--- src/sv/ede_pkg.sv ---
`timescale 1ns / 1ps
// ede_pkg: shared types and constants of the edit distance engine
// used by every module of the block but ede_ram; depends on nothing
package ede_pkg;

   localparam int CH_W   = 8;
   localparam int DIST_W = 7;

   typedef enum logic [1:0] {
      KIND_CLEAR  = 2'd0,
      KIND_APPEND = 2'd1,
      KIND_QUERY  = 2'd2,
      KIND_END    = 2'd3
   } kind_type;

   typedef struct packed {
      kind_type          kind;
      logic [CH_W-1:0]   ch;
   } req_type;

   typedef struct packed {
      logic [DIST_W-1:0] distance;
      logic              overflow;
   } rsp_type;

   typedef enum logic [1:0] {
      ST_IDLE,
      ST_SWEEP,
      ST_END_WB
   } state_type;

   typedef struct packed {
      logic clear_ref;
      logic append;
      logic restart;
      logic set_ovf;
      logic q_start;
      logic sweep_step;
      logic q_done;
      logic end_read;
      logic load_rsp;
   } ctl_cmd_type;

   typedef struct packed {
      logic ref_full;
      logic ref_empty;
      logic query_full;
      logic last_entry;
      logic rsp_free;
   } ctl_sts_type;

endpackage

--- src/sv/edit_distance_engine_unit.sv ---
`timescale 1ns / 1ps
// edit_distance_engine_unit: levenshtein distance of a streamed query against a stored reference
// depends on ede_pkg, ede_ctrl, ede_datapath and ede_ram
//
// req channel: one transaction carries kind and ch. clear empties the reference and the
// overflow flag, append stores a reference byte, query byte updates one dp row, end query
// returns one rsp transaction with the distance and the sticky overflow flag.
// clear, append, a dropped byte and a query byte with an empty reference complete in ST_IDLE.
// a query byte sweeps the row memory one row entry per cycle, read of the next entry
// overlapped with the write of the current one.
// end query reads the row memory, then loads the rsp register in ST_END_WB once it is free;
// rsp_valid rises the cycle after that load.
// rsp is held in an output register; a stalled receiver only blocks the next end query,
// which waits in ST_END_WB with req_ready low; transactions before it are still taken.
// reset clears lengths, overflow flag and rsp_valid; memories need no clearing,
// so req_ready is high as soon as reset is released.
// bytes beyond MAX_LEN are dropped and raise the overflow flag until the next clear.
module edit_distance_engine_unit #(
   parameter int MAX_LEN = 64
) (
   input  logic             clock,
   input  logic             reset,
   input  logic             req_valid,
   output logic             req_ready,
   input  ede_pkg::req_type req_payload,
   output logic             rsp_valid,
   input  logic             rsp_ready,
   output ede_pkg::rsp_type rsp_payload
);
   import ede_pkg::*;

   ctl_cmd_type cmd;
   ctl_sts_type sts;

   ede_ctrl u_ctrl (
      .clock    (clock),
      .reset    (reset),
      .req_valid(req_valid),
      .req_ready(req_ready),
      .req_kind (req_payload.kind),
      .sts      (sts),
      .cmd      (cmd)
   );

   ede_datapath #(
      .MAX_LEN(MAX_LEN)
   ) u_datapath (
      .clock      (clock),
      .reset      (reset),
      .req_ch     (req_payload.ch),
      .cmd        (cmd),
      .sts        (sts),
      .rsp_valid  (rsp_valid),
      .rsp_ready  (rsp_ready),
      .rsp_payload(rsp_payload)
   );
endmodule

--- src/sv/ede_ram.sv ---
`timescale 1ns / 1ps
// ede_ram: generic single write port, single read port ram with registered read
// no dependencies
module ede_ram #(
   parameter int WIDTH = 8,
   parameter int DEPTH = 64
) (
   input  logic                     clock,
   input  logic                     wr_en,
   input  logic [$clog2(DEPTH)-1:0] wr_addr,
   input  logic [WIDTH-1:0]         wr_data,
   input  logic                     rd_en,
   input  logic [$clog2(DEPTH)-1:0] rd_addr,
   output logic [WIDTH-1:0]         rd_data
);
   logic [WIDTH-1:0] mem_ff [DEPTH];
   logic [WIDTH-1:0] rd_data_ff;

   always_ff @(posedge clock) begin
      if (wr_en) begin
         mem_ff[wr_addr] <= wr_data;
      end
      if (rd_en) begin
         rd_data_ff <= mem_ff[rd_addr];
      end
   end

   assign rd_data = rd_data_ff;
endmodule

--- src/sv/ede_ctrl.sv ---
`timescale 1ns / 1ps
// ede_ctrl: sequencer of the edit distance engine
// depends on ede_pkg; drives the datapath through ctl_cmd_type
module ede_ctrl (
   input  logic                 clock,
   input  logic                 reset,
   input  logic                 req_valid,
   output logic                 req_ready,
   input  ede_pkg::kind_type    req_kind,
   input  ede_pkg::ctl_sts_type sts,
   output ede_pkg::ctl_cmd_type cmd
);
   import ede_pkg::*;

   state_type state_ff, state_in;

   always_ff @(posedge clock) begin
      if (reset) begin
         state_ff <= ST_IDLE;
      end else begin
         state_ff <= state_in;
      end
   end

   always_comb begin
      state_in  = state_ff;
      cmd       = '0;
      req_ready = 1'b0;
      case (state_ff)
         ST_IDLE: begin
            req_ready = 1'b1;
            if (req_valid) begin
               case (req_kind)
                  KIND_CLEAR: begin
                     cmd.clear_ref = 1'b1;
                  end
                  KIND_APPEND: begin
                     cmd.restart = 1'b1;
                     if (sts.ref_full) begin
                        cmd.set_ovf = 1'b1;
                     end else begin
                        cmd.append = 1'b1;
                     end
                  end
                  KIND_QUERY: begin
                     if (sts.query_full) begin
                        cmd.set_ovf = 1'b1;
                     end else if (sts.ref_empty) begin
                        cmd.q_done = 1'b1;
                     end else begin
                        cmd.q_start = 1'b1;
                        state_in    = ST_SWEEP;
                     end
                  end
                  KIND_END: begin
                     cmd.end_read = 1'b1;
                     state_in     = ST_END_WB;
                  end
                  default: begin
                     state_in = ST_IDLE;
                  end
               endcase
            end
         end
         ST_SWEEP: begin
            cmd.sweep_step = 1'b1;
            if (sts.last_entry) begin
               cmd.q_done = 1'b1;
               state_in   = ST_IDLE;
            end
         end
         ST_END_WB: begin
            if (sts.rsp_free) begin
               cmd.load_rsp = 1'b1;
               cmd.restart  = 1'b1;
               state_in     = ST_IDLE;
            end
         end
         default: begin
            state_in = ST_IDLE;
         end
      endcase
   end
endmodule

--- src/sv/ede_datapath.sv ---
`timescale 1ns / 1ps
// ede_datapath: reference and row memories, dp cell update, lengths and result register
// depends on ede_pkg and ede_ram
module ede_datapath #(
   parameter int MAX_LEN = 64
) (
   input  logic                 clock,
   input  logic                 reset,
   input  logic [ede_pkg::CH_W-1:0] req_ch,
   input  ede_pkg::ctl_cmd_type cmd,
   output ede_pkg::ctl_sts_type sts,
   output logic                 rsp_valid,
   input  logic                 rsp_ready,
   output ede_pkg::rsp_type     rsp_payload
);
   import ede_pkg::*;

   localparam int LEN_W  = $clog2(MAX_LEN + 1);
   localparam int ADDR_W = $clog2(MAX_LEN);
   localparam int SUM_W  = LEN_W + 1;

   logic [LEN_W-1:0]  ref_len_ff, ref_len_in;
   logic [LEN_W-1:0]  ql_ff, ql_in;
   logic              ovf_ff, ovf_in;
   logic              rsp_valid_ff, rsp_valid_in;
   logic [LEN_W-1:0]  diag_ff, diag_in;
   logic [LEN_W-1:0]  left_ff, left_in;
   logic [ADDR_W-1:0] idx_ff, idx_in;
   logic [CH_W-1:0]   ch_ff, ch_in;
   rsp_type           rsp_ff, rsp_in;

   logic [CH_W-1:0]   ref_rdata;
   logic [LEN_W-1:0]  dp_rdata;
   logic [ADDR_W-1:0] rd_addr;
   logic              rd_en;
   logic              query_empty;
   logic [LEN_W-1:0]  up;
   logic [SUM_W-1:0]  diag_sum, up_sum, left_sum, min_ab, min_abc;
   logic [LEN_W-1:0]  new_val;
   logic [LEN_W-1:0]  end_val;

   // previous row is the identity until the first byte of a query rewrites it
   assign query_empty = (ql_ff == '0);
   assign up          = query_empty ? (LEN_W'(idx_ff) + LEN_W'(1)) : dp_rdata;

   assign diag_sum = {1'b0, diag_ff} + SUM_W'(ref_rdata != ch_ff);
   assign up_sum   = {1'b0, up} + SUM_W'(1);
   assign left_sum = {1'b0, left_ff} + SUM_W'(1);
   assign min_ab   = (diag_sum < up_sum) ? diag_sum : up_sum;
   assign min_abc  = (min_ab < left_sum) ? min_ab : left_sum;
   assign new_val  = min_abc[LEN_W-1:0];

   assign end_val = sts.ref_empty ? ql_ff : (query_empty ? ref_len_ff : dp_rdata);

   assign rd_en = cmd.q_start | cmd.sweep_step | cmd.end_read;
   always_comb begin
      if (cmd.q_start) begin
         rd_addr = '0;
      end else if (cmd.sweep_step) begin
         rd_addr = idx_ff + ADDR_W'(1);
      end else begin
         rd_addr = ADDR_W'(ref_len_ff - LEN_W'(1));
      end
   end

   ede_ram #(
      .WIDTH(CH_W),
      .DEPTH(MAX_LEN)
   ) u_ref_ram (
      .clock  (clock),
      .wr_en  (cmd.append),
      .wr_addr(ref_len_ff[ADDR_W-1:0]),
      .wr_data(req_ch),
      .rd_en  (rd_en),
      .rd_addr(rd_addr),
      .rd_data(ref_rdata)
   );

   ede_ram #(
      .WIDTH(LEN_W),
      .DEPTH(MAX_LEN)
   ) u_row_ram (
      .clock  (clock),
      .wr_en  (cmd.sweep_step),
      .wr_addr(idx_ff),
      .wr_data(new_val),
      .rd_en  (rd_en),
      .rd_addr(rd_addr),
      .rd_data(dp_rdata)
   );

   always_comb begin
      ref_len_in   = ref_len_ff;
      ql_in        = ql_ff;
      ovf_in       = ovf_ff;
      rsp_valid_in = rsp_valid_ff & ~rsp_ready;
      diag_in      = diag_ff;
      left_in      = left_ff;
      idx_in       = idx_ff;
      ch_in        = ch_ff;
      rsp_in       = rsp_ff;
      if (cmd.clear_ref) begin
         ref_len_in = '0;
         ovf_in     = 1'b0;
         ql_in      = '0;
      end
      if (cmd.append) begin
         ref_len_in = ref_len_ff + LEN_W'(1);
      end
      if (cmd.set_ovf) begin
         ovf_in = 1'b1;
      end
      if (cmd.restart) begin
         ql_in = '0;
      end
      if (cmd.q_start) begin
         idx_in  = '0;
         diag_in = ql_ff;
         left_in = ql_ff + LEN_W'(1);
         ch_in   = req_ch;
      end
      if (cmd.sweep_step) begin
         idx_in  = idx_ff + ADDR_W'(1);
         diag_in = up;
         left_in = new_val;
      end
      if (cmd.q_done) begin
         ql_in = ql_ff + LEN_W'(1);
      end
      if (cmd.load_rsp) begin
         rsp_valid_in    = 1'b1;
         rsp_in.distance = DIST_W'(end_val);
         rsp_in.overflow = ovf_ff;
      end
   end

   always_ff @(posedge clock) begin
      if (reset) begin
         ref_len_ff   <= '0;
         ql_ff        <= '0;
         ovf_ff       <= 1'b0;
         rsp_valid_ff <= 1'b0;
      end else begin
         ref_len_ff   <= ref_len_in;
         ql_ff        <= ql_in;
         ovf_ff       <= ovf_in;
         rsp_valid_ff <= rsp_valid_in;
      end
   end

   always_ff @(posedge clock) begin
      diag_ff <= diag_in;
      left_ff <= left_in;
      idx_ff  <= idx_in;
      ch_ff   <= ch_in;
      rsp_ff  <= rsp_in;
   end

   assign sts.ref_full   = (ref_len_ff == LEN_W'(MAX_LEN));
   assign sts.ref_empty  = (ref_len_ff == '0);
   assign sts.query_full = (ql_ff == LEN_W'(MAX_LEN));
   assign sts.last_entry = ((LEN_W'(idx_ff) + LEN_W'(1)) == ref_len_ff);
   assign sts.rsp_free   = ~rsp_valid_ff | rsp_ready;

   assign rsp_valid   = rsp_valid_ff;
   assign rsp_payload = rsp_ff;

   a_ref_len_bound: assert property (@(posedge clock) disable iff (reset)
      ref_len_ff <= LEN_W'(MAX_LEN))
      else $error("reference length beyond maximum");

   a_query_len_bound: assert property (@(posedge clock) disable iff (reset)
      ql_ff <= LEN_W'(MAX_LEN))
      else $error("query length beyond maximum");

   a_sweep_in_range: assert property (@(posedge clock) disable iff (reset)
      cmd.sweep_step |-> (LEN_W'(idx_ff) < ref_len_ff))
      else $error("row sweep past reference length");

   a_load_when_free: assert property (@(posedge clock) disable iff (reset)
      cmd.load_rsp |-> sts.rsp_free)
      else $error("result register overwritten");
endmodule
--- config.mk ---
export PLATFORM = sky130hd
export DESIGN_NAME = edit_distance_engine_unit
export DESIGN_NICKNAME = d
export VERILOG_FILES = /design/src/sv/ede_pkg.sv /design/src/sv/edit_distance_engine_unit.sv /design/src/sv/ede_ram.sv /design/src/sv/ede_ctrl.sv /design/src/sv/ede_datapath.sv
export SDC_FILE = /design/constraint.sdc
export NUM_CORES = 2
export LEC_CHECK = 0
export ABC_AREA = 1
export BUFFER_PORTS_ARGS = -buffer_cell sky130_fd_sc_hd__buf_2
export CAP_MARGIN = 10
export CORE_ASPECT_RATIO = 0.6
export CORE_MARGIN = 1
export CORE_UTILIZATION = 45
export DETAILED_ROUTE_END_ITERATION = 10
export HOLD_SLACK_MARGIN = 0.03
export SLEW_MARGIN = 10
export SYNTH_ARGS = -nofsm -noshare
export SYNTH_HDL_FRONTEND = slang
export SYNTH_SLANG_ARGS = --single-unit
export TNS_END_PERCENT = 20
--- constraint.sdc ---
create_clock -name clock -period 13.65 [get_ports clock]
set_input_delay 1.365 -clock clock [delete_from_list [all_inputs] [get_ports clock]]
set_output_delay 1.365 -clock clock [all_outputs]
set_load 0.005 [all_outputs]
# After elaboration in Yosys (flattened, before gate mapping)
# Memories as Yosys holds them, arrays and structs flattened. A register that Yosys moved wholly into a read port is not among the register bits.
# Cells that the tools add are included.
# op_classes
add_sub_neg,8
magnitude_cmp,2
n_eq_ne,15
n_mux,56
bitwise_logic,6
n_reduce_logical,9
# ops
operator,n
two-way mux 7 bit,12
two-way mux 1 bit,24
two-way mux 6 bit,4
two-way mux 2 bit,9
adder 7 x 1 -> 8 bit (second input constant),2
less-than comparator 8 bit,2
adder 7 x 1 -> 7 bit (second input constant),2
== test 7 bit (second input constant),2
logical NOT 7 bit,2
inequality test 3 bit (second input constant),3
adder 7 x 1 -> 8 bit,1
two-way mux 8 bit,1
inequality test 8 bit,1
adder 6 x 1 -> 7 bit (second input constant),1
== test 7 bit,1
adder 6 x 1 -> 6 bit (second input constant),1
== test 2 bit (second input constant),3
inequality test 2 bit (second input constant),3
one-hot mux 1 bit (2 select lines),3
one-hot mux 2 bit (3 select lines),1
AND reduction 6 bit,1
nonzero test 2 bit,3
subtractor 6 x 1 -> 6 bit (second input constant),1
two-way mux 5 bit,1
other kinds (7),12
# word_totals
ff_bits,54
mem_bits_rw,960
in_bits,14
wordCells,109
mem_count,2
# memory_table
name,depth,word_bits,rd,rd_ports_with_merged_regs,write_ports,line,rtl
u_datapath.u_ref_ram.mem_ff,64,8,1,1,1,ede_ram.sv:16,logic [WIDTH-1:0] mem_ff [DEPTH];
u_datapath.u_row_ram.mem_ff,64,7,1,1,1,ede_ram.sv:16,

# Longest topological paths before layout
# logic_depth
ltp_word,9
depth_mapped,32

# Modules after synthesis
# Synthesis repeated with hierarchy kept, for this count alone.
# unflattened
hier_cells,3937
hier_area_um2,44201.1
# modules_own_cells
module,n_inst,cells_each,area_each_um2
ede_ram at u_datapath.u_ref_ram,1,1805,21419.3
ede_ram at u_datapath.u_row_ram,1,1590,18615.4
ede_datapath,1,489,3852.4
ede_ctrl,1,53,314.1

# Least setup slack after synthesis
# OpenSTA, ideal clock, no wires.
# synth_timing
path_type,flip-flop to flip-flop
startpoint,register u_datapath.ql_ff[0]
endpoint,memory u_datapath.u_row_ram.mem_ff[0][0] (netlist name) (data pin)
setup_ps,367
t_arrival_ps,5075
required_ps,13283
setup_slack_ps,8207
stages_incl_launch_ff,28
n_path_buf,1
path_cell_list,dfxtp_1 inv_1 ha_1 nand3_2 nor2_4 buf_6 nand2_1 nand2_2 ha_1 inv_1 nor3_1 nand3_1 xor2_1 ha_1 nand2_1 inv_1 nand2_1 inv_1 nand2_2 nand2_4 o21ai_0 ha_1 a21oi_1 nor2_1 a211oi_1 nand2_8 nand2_2 and2_1
# synth_via
elab_chain_cells,7
# synth_lines
item,line,rtl
from (decl),ede_datapath.sv:23,"logic [LEN_W-1:0] ql_ff, ql_in;"
from (signal assigned),ede_datapath.sv:145,ql_ff <= ql_in;
logical NOT 7 bit (*),ede_datapath.sv:43,assign query_empty = (ql_ff == '0);
two-way mux 7 bit (*),ede_datapath.sv:44,assign up = query_empty ? (LEN_W'(idx_ff) + LEN_W'(1)) : dp_rdata;
adder 7 x 1 -> 8 bit (*),ede_datapath.sv:47,"assign up_sum = {1'b0, up} + SUM_W'(1);"
less-than comparator 8 bit,ede_datapath.sv:49,assign min_ab = (diag_sum < up_sum) ? diag_sum : up_sum;
two-way mux 8 bit (*),ede_datapath.sv:49,
less-than comparator 8 bit,ede_datapath.sv:50,assign min_abc = (min_ab < left_sum) ? min_ab : left_sum;
two-way mux 7 bit (*),ede_datapath.sv:50,
via u_datapath.min_abc[0],ede_datapath.sv:38,"logic [SUM_W-1:0] diag_sum, up_sum, left_sum, min_ab, min_abc;"
to (decl),ede_ram.sv:16,
# Mark *: on every way through the listed nets, which the timed path passes. The rest lies on a longest branch.

# Worst setup path in the final report
# layout_timing
startpoint,register u_datapath.ql_ff[0]
endpoint,"register u_datapath.u_row_ram.rd_data_ff[1], in the netlist u_datapath.u_row_ram.rd_data[1] (read register of u_datapath.u_row_ram.mem_ff) (data pin)"
# layout_via
elab_chain_cells,7
elab_cells_between_ends,8
cone_classes,1 x eq/ne; 5 x mux; 2 x bitwise
# layout_lines
item,line,rtl
== test 7 bit (*),ede_datapath.sv:161,assign sts.query_full = (ql_ff == LEN_W'(MAX_LEN));
two-way mux 1 bit (*),ede_ctrl.sv:46,if (sts.query_full) begin
two-way mux 1 bit (*),ede_ctrl.sv:33,case (req_kind)
two-way mux 5 bit (*),ede_ctrl.sv:32,if (req_valid) begin
two-way mux 2 bit (*),ede_ctrl.sv:29,case (state_ff)
bitwise OR 1 bit (2 in series),ede_datapath.sv:55,assign rd_en = cmd.q_start | cmd.sweep_step | cmd.end_read;
to (decl),ede_ram.sv:17,logic [WIDTH-1:0] rd_data_ff;
# Mark *: on every way between the ends. The rest lies on a longest branch, timed or not.
# A chain may end at the register's enable or synchronous reset.

==> out/qor.yml <==
avgViaCountPerCell: 6.221
finalPower_uw: 8325
syn_inst: 3363
endpoint_kind: "register"
ys_seq_area_share_pct: 71.70
slew_violations: 0
cts_inserted_buffers: 93
die_area_mm2: 0.09649
yosys_most_used_dff: "edfxtp_1"
worst_pin_slew_ns: 1.260
rr_startpoint: "u_datapath.ql_ff[0]"
outcome: "completed"
yosys.area_share.adder_pct: 0.7885
cp_data_required_time_ns: 14.22
dieWidth_um: 400.4
setup_viol: 0
clkSlewWorstSetupHoldPaths_ns: 0.07
grt_pass1_wl_mm: 179.5
start_util_pct: 45.50
syn_nets: 3404
post-cts-setup-buffer-count: 0
ios: 24
hp-class: "reg2reg"
final_nets: 3322
place_congestion: 0.8984
dp_hpwl_mm: 71.40
r2r_cells: 16
fillers: 8001
grt_start_max_net_pins: 190
top_layer_used: "met4"
cts_buffer_depth: 3
wire_per_inst_um: 26.35
syn_area_mm2: 0.04284
grt_usage_pct: 24.86
grt-ovfl-total: 0
worstPathArrival_ns: 6.40
drive_gt1_share_pct: 7.830
async_reset_ff_share_pct: 0
route.vias.total: 28650
avgSynthCellArea_um2: 12.74
first_iter_violations: 4018
drv_cap: 0
core-area_mm2: 0.09416
finalClockSkew_ns: 0.05008
die-height_um: 241.0
synth_edf_count: 1011
start_kind: "register"
synth-compound-area-share_pct: 12.30
wl_met2_mm: 49.66
drcViolationCount: 0
diodes: 0
hold_buffers: 0
ant_nets: 0
grt_pass1_vias: 27000
cts_max_level: 3
synthMuxAreaShare_pct: 0
whs_endpoint: "u_datapath.rsp_payload[0]"
wirelength_mm: 121.3
hold_violations: 0
cts_tree: "built"
yosys_warnings: 0
grt_setup_unrepaired: "no"
multi_input_area_mm2: 0.01081
wl_met1_mm: 55.13
io_buffers: 23
r2r_end: "u_datapath.u_row_ram.rd_data[1]"
crit_type: "reg2reg"
leakagePower_uw: 0.01488
cp_max_fo: 156
yosysUniqueCellTypes: 46
fin_tns_setup_ns: 0
fmax_mhz: 171.5
min_period_ns: 5.831
drt-pass1-iter-count: 6
synth-xor-area-share_pct: 0.6746
cts_sinks: 1029
num_rows: 87
antenna_found_initial: 0
synthSimpleGateAreaFrac_pct: 11.38
powerDensity_mw_per_mm2: 177.4
relSlewSlack_pct: 15.79
ys_seq_elements: 1029
min_from: "u_datapath.ovf_ff"
ctsResizeCount: 0
regArea_mm2: 0.03072
synth_top_family_by_area: "compound AO/OA/AOI/OAI gates"
rrSetupSlack_ns: 7.82
syn_to_final_growth_pct: 9.517
met3_length_mm: 14.39
min_period_over_period_pct: 42.72
hold_depth: 0
ir_drop_mv: 0.1516
clk_latency_ns: 0.70
clockRootBuffer: "clkbuf_16"
-- flip-flops by register name (all words and copies together), names as in the netlist --
signal	count
u_datapath.u_ref_ram.mem_ff	512
u_datapath.u_row_ram.mem_ff	448
u_datapath.ch_ff	8
u_datapath.rsp_payload	8
u_datapath.u_ref_ram.rd_data	8
u_datapath.diag_ff	7
u_datapath.left_ff	7
u_datapath.ql_ff	7
u_datapath.ref_len_ff	7
u_datapath.u_row_ram.rd_data	7
u_datapath.idx_ff	6
u_ctrl.state_ff	2
u_datapath.ovf_ff	1
u_datapath.rsp_valid	1
-- cells by family after synthesis --
family	count (synthesis)
AOI/OAI and AO/OA	791
xor gates and xnor gates	33
adders and majority gates	27
and+or+nand+nor	1157
buffers and inverters	326
DFF	1029
-- metal layers --
| metal | track usage, % | vias to the layer above |
|---|---|---|
| met2 | 34.04 | 1612 |
| met3 | 6.938 | 159 |
| li1 | - | 12570 |
| met1 | 38.91 | 14310 |
| met4 | 5.233 | 0 |
| met5 | 0 | - |
-- cells in the mapped netlist, drive strengths merged, types with 2 or more instances --
| master | n | area, µm² |
|---|---|---|
| a21oi | 24 | 120.1 |
| a31oi | 2 | 12.51 |
| and2 | 8 | 50.05 |
| buf | 73 | 402.9 |
| clkbuf | 168 | 631.9 |
| dfxtp | 18 | 360.4 |
| edfxtp | 1011 | 30360 |
| ha | 27 | 337.8 |
| inv | 84 | 315.3 |
| nand2 | 193 | 828.3 |
| nand3 | 207 | 1051 |
| nand3b | 4 | 30.03 |
| nand4 | 7 | 43.79 |
| nor2 | 719 | 2759 |
| nor3 | 14 | 75.07 |
| o211ai | 64 | 480.5 |
| o21ai | 276 | 1385 |
| o221ai | 179 | 1568 |
| o22ai | 180 | 1126 |
| o32ai | 61 | 534.3 |
| or2 | 3 | 18.77 |
| xnor2 | 8 | 70.07 |
| xor2 | 25 | 219.0 |
-- through the flow --
stage               cell area (µm²)  instances  util [%]  worst slack [ns]  hold slack [ns]
finish                        46920       4605     49.83             7.819           0.4313
CTS                           46920       4605     49.83             7.664           0.4283
global placement              43900       4432     46.62             7.504           0.4165
detailed placement            43900       4432     46.62             7.422           0.4232
floorplan                     42840       3363         -             8.207           0.4086
global route                  46920       4605     49.83             7.400           0.4514
-- report_power, final --
group,switching (µW),leakage (µW),internal [µW]
clock,1180,0.00148,1460
sequential,34.9,0.00925,3860
combinational,1380,0.00415,409
total,2600,0.0149,5730
-- critical path, stage by stage (launching register included) --
cell      delay (ns)
dfxtp_1         0.34
inv_1           0.16
ha_1            0.23
nand3_2         0.13
nor3_1          0.48
nor2_2          0.12
nand2_4         0.17
nand2_8         0.45
inv_8           0.88
buf_4           0.77
buf_4           0.78
o22ai_1         0.17
o221ai_1        0.21
nand3_1         0.13
nand3_1         0.20
nand3_1         0.11
nand2_1         0.10
-- layout make-up --
cell class | instances | area share [%]
clock buffers | 115 | 5.272
clock inverters | 58 | 1.171
inverters | 85 | 0.7040
multi-input cells | 2008 | 23.03
flip-flops and latches | 1029 | 65.47
well taps | 1246 | 3.322
repair buffers | 64 | 1.035
-- cells in the final DEF (no fill, tap or decap), types with 7 or more instances in the layout --
cell and n:
a21oi_1 24, ha_1 27, xnor2_1 8, o221ai_1 179
nand2_2 20, dfxtp_1 18, nand3_1 204, nand2_1 166
nand4_1 7, clkbuf_16 96, nor2_2 9, edfxtp_1 1011
inv_1 71, xor2_1 25, buf_4 36, clkbuf_1 19
o22ai_1 180, buf_2 23, o32ai_1 61, nor3_1 13
o211ai_1 64, o21ai_0 271, bufinv_16 9, inv_2 10
clkinv_2 19, clkinv_1 26, nor2_1 704
-- how the worst max path moves through the flow --
stage,start,to,depth (start not counted)
finish,u_datapath.ql_ff[0],u_datapath.u_row_ram.rd_data[1],16
global route,u_datapath.ql_ff[0],u_datapath.u_row_ram.rd_data[1],16
CTS,u_datapath.ql_ff[0],u_datapath.u_row_ram.mem_ff[38][5],27
detailed placement,req_payload[8],u_datapath.u_row_ram.rd_data[1],16
global placement,req_payload[8],u_datapath.u_row_ram.rd_data[1],16
floorplan,u_datapath.ql_ff[0],u_datapath.u_row_ram.mem_ff[0][0],27
Note: power is estimated with default switching activity, not from simulation.
